`src/hw/rtl/f2i_pkg.sv`:
```
// Package: shared types and constants for the float to integer converter.
package f2i_pkg;

    localparam int OP_W  = 3;
    localparam int SRC_W = 64;
    localparam int INT_W = 64;

    // Opcode bit positions
    localparam int OP_SINGLE_BIT   = 2;
    localparam int OP_IS64_BIT     = 1;
    localparam int OP_UNSIGNED_BIT = 0;

    localparam logic [10:0] D_EXP_ALL1 = 11'h7FF;
    localparam logic [10:0] D_BIAS     = 11'd1023;
    localparam logic [10:0] F_EXP_ALL1 = 11'h0FF;
    localparam logic [10:0] F_BIAS     = 11'd127;

    // Result of the decode stage
    typedef struct packed {
        logic        zero;     // magnitude below one
        logic        sat;      // saturate
        logic        neg;
        logic        is64;
        logic        uns;
        logic [5:0]  sh;       // right shift of the left-aligned significand
    } t_dec;

endpackage

```
`src/hw/rtl/float_to_integer_convert.sv`:
```
// Top level: pipelined truncating IEEE 754 to integer converter.
// Three register stages (decode, right shift, negate/saturate), the last of
// which drives the master side; one item enters per cycle unless the input
// is stalled. A stall on the master side holds the whole pipe without loss;
// bubbles are filled when downstream is blocked, so the input stalls only
// once all three stages hold an item and the result waits.
module float_to_integer_convert (
    input  logic        i_clk,
    input  logic        i_rst_n,
    input  logic        s_axis_tvalid,
    output logic        s_axis_tready,
    input  logic [71:0] s_axis_tdata,   // [2:0] opcode, [66:3] source_bits, rest zero
    output logic        m_axis_tvalid,
    input  logic        m_axis_tready,
    output logic [63:0] m_axis_tdata    // [63:0] int_value
);
    import f2i_pkg::*;

    logic          r_v1, r_v2, r_v3;
    t_dec          r_d1, r_d2;
    logic [63:0]   r_sig1, r_mag2;
    logic [63:0]   r_out;
    t_dec          dec;
    logic [63:0]   sig;
    logic [63:0]   val;
    logic          adv3, adv2, adv1;

    // Stage advance, filling bubbles under backpressure
    assign adv3 = !r_v3 || m_axis_tready;
    assign adv2 = adv3 || !r_v2;
    assign adv1 = adv2 || !r_v1;
    assign s_axis_tready = adv1;

    f2i_decode u_dec (
        .i_op  (s_axis_tdata[2:0]),
        .i_src (s_axis_tdata[66:3]),
        .o_dec (dec),
        .o_sig (sig)
    );

    f2i_finish u_fin (
        .i_dec (r_d2),
        .i_mag (r_mag2),
        .o_val (val)
    );

    // Valid bits
    always_ff @(posedge i_clk) begin
        if (!i_rst_n) begin
            r_v1 <= 1'b0;
            r_v2 <= 1'b0;
            r_v3 <= 1'b0;
        end else begin
            if (adv1) r_v1 <= s_axis_tvalid;
            if (adv2) r_v2 <= r_v1;
            if (adv3) r_v3 <= r_v2;
        end
    end

    // Payload
    always_ff @(posedge i_clk) begin
        if (adv1) begin
            r_d1   <= dec;
            r_sig1 <= sig;
        end
        if (adv2) begin
            r_d2   <= r_d1;
            r_mag2 <= r_sig1 >> r_d1.sh;
        end
        if (adv3) r_out <= val;
    end

    assign m_axis_tvalid = r_v3;
    assign m_axis_tdata  = r_out;
endmodule

```
`src/hw/rtl/f2i_decode.sv`:
```
// Decode stage: unpack the source, classify it and compute the shift amount.
module f2i_decode (
    input  logic [f2i_pkg::OP_W-1:0]  i_op,
    input  logic [f2i_pkg::SRC_W-1:0] i_src,
    output f2i_pkg::t_dec             o_dec,
    output logic [63:0]               o_sig
);
    import f2i_pkg::*;

    logic        single;
    logic [10:0] efield;
    logic [10:0] e_unb;
    logic        allones;
    logic        below;
    logic [6:0]  lim;

    always_comb begin
        single       = i_op[OP_SINGLE_BIT];
        o_dec.is64   = i_op[OP_IS64_BIT];
        o_dec.uns    = i_op[OP_UNSIGNED_BIT];
        if (single) begin
            o_dec.neg = i_src[31];
            efield    = {3'b0, i_src[30:23]};
            allones   = (efield == F_EXP_ALL1);
            below     = (efield < F_BIAS);
            e_unb     = efield - F_BIAS;
            // significand left-aligned to bit 63
            o_sig     = {1'b1, i_src[22:0], 40'b0};
        end else begin
            o_dec.neg = i_src[63];
            efield    = i_src[62:52];
            allones   = (efield == D_EXP_ALL1);
            below     = (efield < D_BIAS);
            e_unb     = efield - D_BIAS;
            o_sig     = {1'b1, i_src[51:0], 11'b0};
        end
        // exponent limit: width for unsigned, width-1 for signed
        lim        = (o_dec.is64 ? 7'd64 : 7'd32) - {6'b0, ~o_dec.uns};
        o_dec.zero = below && !allones;
        o_dec.sat  = allones || (!below && (e_unb >= {4'b0, lim}))
                     || (o_dec.uns && o_dec.neg);
        // value = sig >> (63 - e); in range e < 64
        o_dec.sh   = 6'd63 - e_unb[5:0];
    end
endmodule

```
`src/hw/rtl/f2i_finish.sv`:
```
// Final stage: negate, saturate and mask to the destination width.
module f2i_finish (
    input  f2i_pkg::t_dec              i_dec,
    input  logic [63:0]                i_mag,
    output logic [f2i_pkg::INT_W-1:0]  o_val
);
    import f2i_pkg::*;

    logic [63:0] wmask;
    logic [63:0] maxv;
    logic [63:0] v;

    always_comb begin
        wmask = i_dec.is64 ? {64{1'b1}} : {32'b0, {32{1'b1}}};
        maxv  = i_dec.uns ? wmask : (wmask >> 1);
        if (i_dec.zero) begin
            v = '0;
        end else if (i_dec.sat) begin
            if (i_dec.uns)
                v = i_dec.neg ? 64'd0 : maxv;
            else
                v = i_dec.neg ? (maxv + 64'd1) : maxv;
        end else begin
            v = i_dec.neg ? (64'd0 - i_mag) : i_mag;
        end
        o_val = v & wmask;
    end
endmodule

```
`config.mk`:
```
export PLATFORM = sky130hd
export DESIGN_NAME = float_to_integer_convert
export DESIGN_NICKNAME = d
export VERILOG_FILES = /design/src/hw/rtl/f2i_pkg.sv /design/src/hw/rtl/float_to_integer_convert.sv /design/src/hw/rtl/f2i_decode.sv /design/src/hw/rtl/f2i_finish.sv
export SDC_FILE = /design/constraint.sdc
export NUM_CORES = 1
export LEC_CHECK = 0
export BUFFER_PORTS_ARGS = -buffer_cell sky130_fd_sc_hd__clkbuf_2
export CORE_ASPECT_RATIO = 1.25
export CORE_MARGIN = 3
export CORE_UTILIZATION = 42
export DETAILED_ROUTE_END_ITERATION = 8
export SYNTH_ARGS = -nofsm -noshare
export SYNTH_HDL_FRONTEND = slang
export SYNTH_SLANG_ARGS = --single-unit
```
`constraint.sdc`:
```
create_clock -name i_clk -period 4.4 [get_ports i_clk]
set_input_delay 0.88 -clock i_clk [delete_from_list [all_inputs] [get_ports i_clk]]
set_output_delay 0.88 -clock i_clk [all_outputs]
set_load 0.05 [all_outputs]
```
==> summary.txt <==
Outcome
  – Status: complete, no violations

Worst setup path
  – Critical path class: reg -> reg
  – Worst path slowest cell: edfxtp_1
  – Critical path cell sequence: nor3_1 > a21o_1 > a222oi_1 > mux2i_1 > mux2_2 > nor2_1
  – Maximum fanout along the worst path: 25
  – Crit path arrival time: 3710 ps
  – Crit path required time: between 4000 and 5000 ps
  – Max incr delay on CP: 990 ps
  – Worst R2R Path Depth: 6
  – Critical path endpoint: r_mag2[33]$_SDFFCE_PP0P_
  – Worst Setup SP: r_d1[1]$_DFFE_PP_
  – Worst reg2reg setup slack: between 900 and 1000 ps
  – R2r startpoint: r_d1[1]$_DFFE_PP_
  – Worst flop-to-flop path endpoint: r_mag2[33]$_SDFFCE_PP0P_
  – CP Capture Type: flip-flop
  – Critical Path Start Type: flip-flop

STA
  – Final hold viol count: 0
  – Worst slew pin tran: approximately 1100 ps
  – Setup_tns: 0 ps
  – Final Max Tran Viols: 0
  – Minimum clock period: 3410 ps
  – RSZ-0062 raised after global routing: no
  – Endpoints failing setup: 0
  – Fmax: 294 MHz
  – Final period util: 0.774
  – Setup Skew: between 9 and 10 ps
  – Normalized max-slew margin: 0.245

Finish
  – Area grow syn2layout: 12.9%
  – Most common cell after layout, fill and taps aside: edfxtp_1
  – Final #Nets: 1,473
  – Fill count: around 2,900
  – Final Cell Area: 0.0151 mm²
  – # diodes: 0
  – Sequential cell area: 0.00595 mm²
  – Area of the multi-input gates: between 0.006 and 0.007 mm²
  – Layout cell share with drive strength beyond 1: 0.225
  – Commonest non-fill, non-tap cells in the layout: edfxtp_1, nor2_1, clkbuf_2
  – Non-filler cells, final: 1,805
  – Final core occ: 0.484

Synth
  – Post-synth EDFFs: around 200
  – Number of synthesis warnings: 0
  – Sequential area share after synthesis: 0.445
  – Synth cell types: 75
  – Syn nets: approximately 1,400
  – Synth top area share: 0.440
  – Post-synth ARST share: 0
  – Yosys top cell by area: edfxtp_1
  – Ys flop type: edfxtp_1
  – Top area cells in the synthesized netlist: edfxtp_1, mux2i_1, nor2_1
  – Cell count after synthesis: about 1,300
  – Register bit count reported by yosys: just under 200
  – Syn_area_per_cell: roughly 10 µm²
  – Post-Syn Area: roughly 0.013 mm²

Routing
  – Residual DRC: 0
  – Post-route ant nets: 0
  – Via count: 10,804
  – First drt pass iteration count: 6
  – Routed WL: between 30,000 and 40,000 µm
  – WL per Instance: 20.6 µm
  – Starting DRC count in detailed routing: between 800 and 900
  – Via/cell ratio: about 6

Placement
  – Placed Cells: about 1,800
  – PortBufs: between 100 and 150
  – Placed cell area: 0.0145 mm²
  – Routability congestion estimate: between 0.9 and 1
  – Post-DP HPWL: ~28,000 µm

Job
  – Maxcap violations: 0

Worst hold path
  – Hold Path Class: reg -> reg
  – Worst Hold Launch: r_d1[8]$_DFFE_PP_

CTS
  – H-tree lvl count: 4
  – Worst-Skew Late Latency: between 400 and 500 ps
  – CTS Root Cell: clkbuf_16
  – Hold-fix buffers, CTS: 0
  – Clk pin slew, worst setup/hold paths: roughly 80 ps
  – Inserted Clock Buffers: 17
  – Resized cells post-CTS: 0
  – CTS tree: yes
  – Clk buf depth: 2
  – Post-CTS Setup Inserts: 0
  – # clock sinks: between 150 and 200

Pwr
  – Pwr Total: around 6.3 mW
  – Pleak: approximately 5.8 nW
  – PwrDens: 417 mW/mm²
  – Worst IR Drop VDD: approximately 240 µV

GRT
  – Largest net degree at the start of global routing: 70
  – Vias in the first global route: between 10,000 and 15,000
  – Initial antenna violation count: 0
  – Grt total ovfl: 0
  – First-pass GRT wire length: between 50,000 and 60,000 µm
  – Gr usage total: 0.222

Die
  – Initial Util: 0.429
  – Die width: 166 µm
  – Die Height: about 210 µm
  – Die area: 0.0340 mm²
  – Rows: just over 70
  – Top Ports: roughly 140
  – Core area: ~0.031 mm²
[report_power, final]
group	total [mW]	switching [mW]	internal (mW)
logic	1.97	1.27	0.697
registers	2.64	0.258	2.38
clock network	1.68	0.757	0.922
total	6.29	2.29	4.00
[how the worst min path moves through the flow]
stage	to	slack, ps	cells past startpoint
after detailed placement	r_d2[8]$_DFFE_PP_	400	0
after global placement	r_d2[6]$_DFFE_PP_	400	0
after floorplan	r_d2[10]$_DFFE_PP_	400	0
after CTS	r_d2[8]$_DFFE_PP_	420	0
after global routing	r_d2[8]$_DFFE_PP_	430	0
final	r_d2[8]$_DFFE_PP_	420	0
[state kept, by name, indices dropped and copies added, names as in the netlist]
| register | flops |
|---|---|
| r_v2 | 1 |
| r_mag2 | 64 |
| m_axis_tvalid | 1 |
| m_axis_tdata | 64 |
| r_sig1 | 52 |
| r_d2 | 5 |
| r_v1 | 1 |
| r_d1 | 11 |
[Yosys cell counts (14+ instances only)]
library cell	number
a211oi_1	20
o31ai_1	21
nor3_1	26
mux2_2	59
nor3b_1	20
inv_1	19
o22a_1	16
edfxtp_1	196
o211ai_1	14
o22ai_1	19
mux2i_1	87
nor2b_1	41
mux4_2	31
buf_1	16
nand2_1	86
o21ai_0	43
nand3_1	17
clkbuf_1	78
nor2_1	189
nor4_1	32
a21oi_1	40
[per-stage QoR]
| stage | hold slack [ps] | setup WS, ps |
|---|---|---|
| 3_5_place_dp | 405 | 1050 |
| 2_1_floorplan | 400 | 480 |
| 5_1_grt | 427 | 709 |
| 6_report | 420 | 993 |
| 4_1_cts | 422 | 1020 |
| 3_3_place_gp | 404 | 1090 |
[layer usage]
metal / routed length (µm) / track usage / part of all wire / vias to the layer above
li1: - / - / - / 5182
met1: 15600 / 0.294 / 0.42 / 5156
met2: 18300 / 0.370 / 0.49 / 396
met3: 1990 / 0.0312 / 0.054 / 70
met4: 1260 / 0.0823 / 0.034 / 0
met5: 0 / 0 / 0 / -
[final cells by class]
cell class              count  share of cell area
well taps                 407              0.0338
multi-input cells         973               0.462
flip-flops and latches    199               0.394
clock inverters            15              0.0141
repair buffers            171              0.0625
inverters                  23             0.00572
clock buffers              17              0.0282
[kinds of logic after synthesis]
logic type,after synthesis,synth area share
xor gates and xnor gates,13,0.00852
and+or+nand+nor,490,0.183
muxes,177,0.167
adders and majority gates,12,0.0112
DFF,199,0.445
buffers and inverters,124,0.0355
AOI/OAI and AO/OA,281,0.150
[worst max-delay path: cells and delay by family (launching register included)]
family           cells  cell delay (ps)
AO/OA/AOI/OAI        2             1190
multiplexers         2              770
AND/OR/NAND/NOR      2              290
flip-flops           1              990
(Power assumes the default switching activity.)
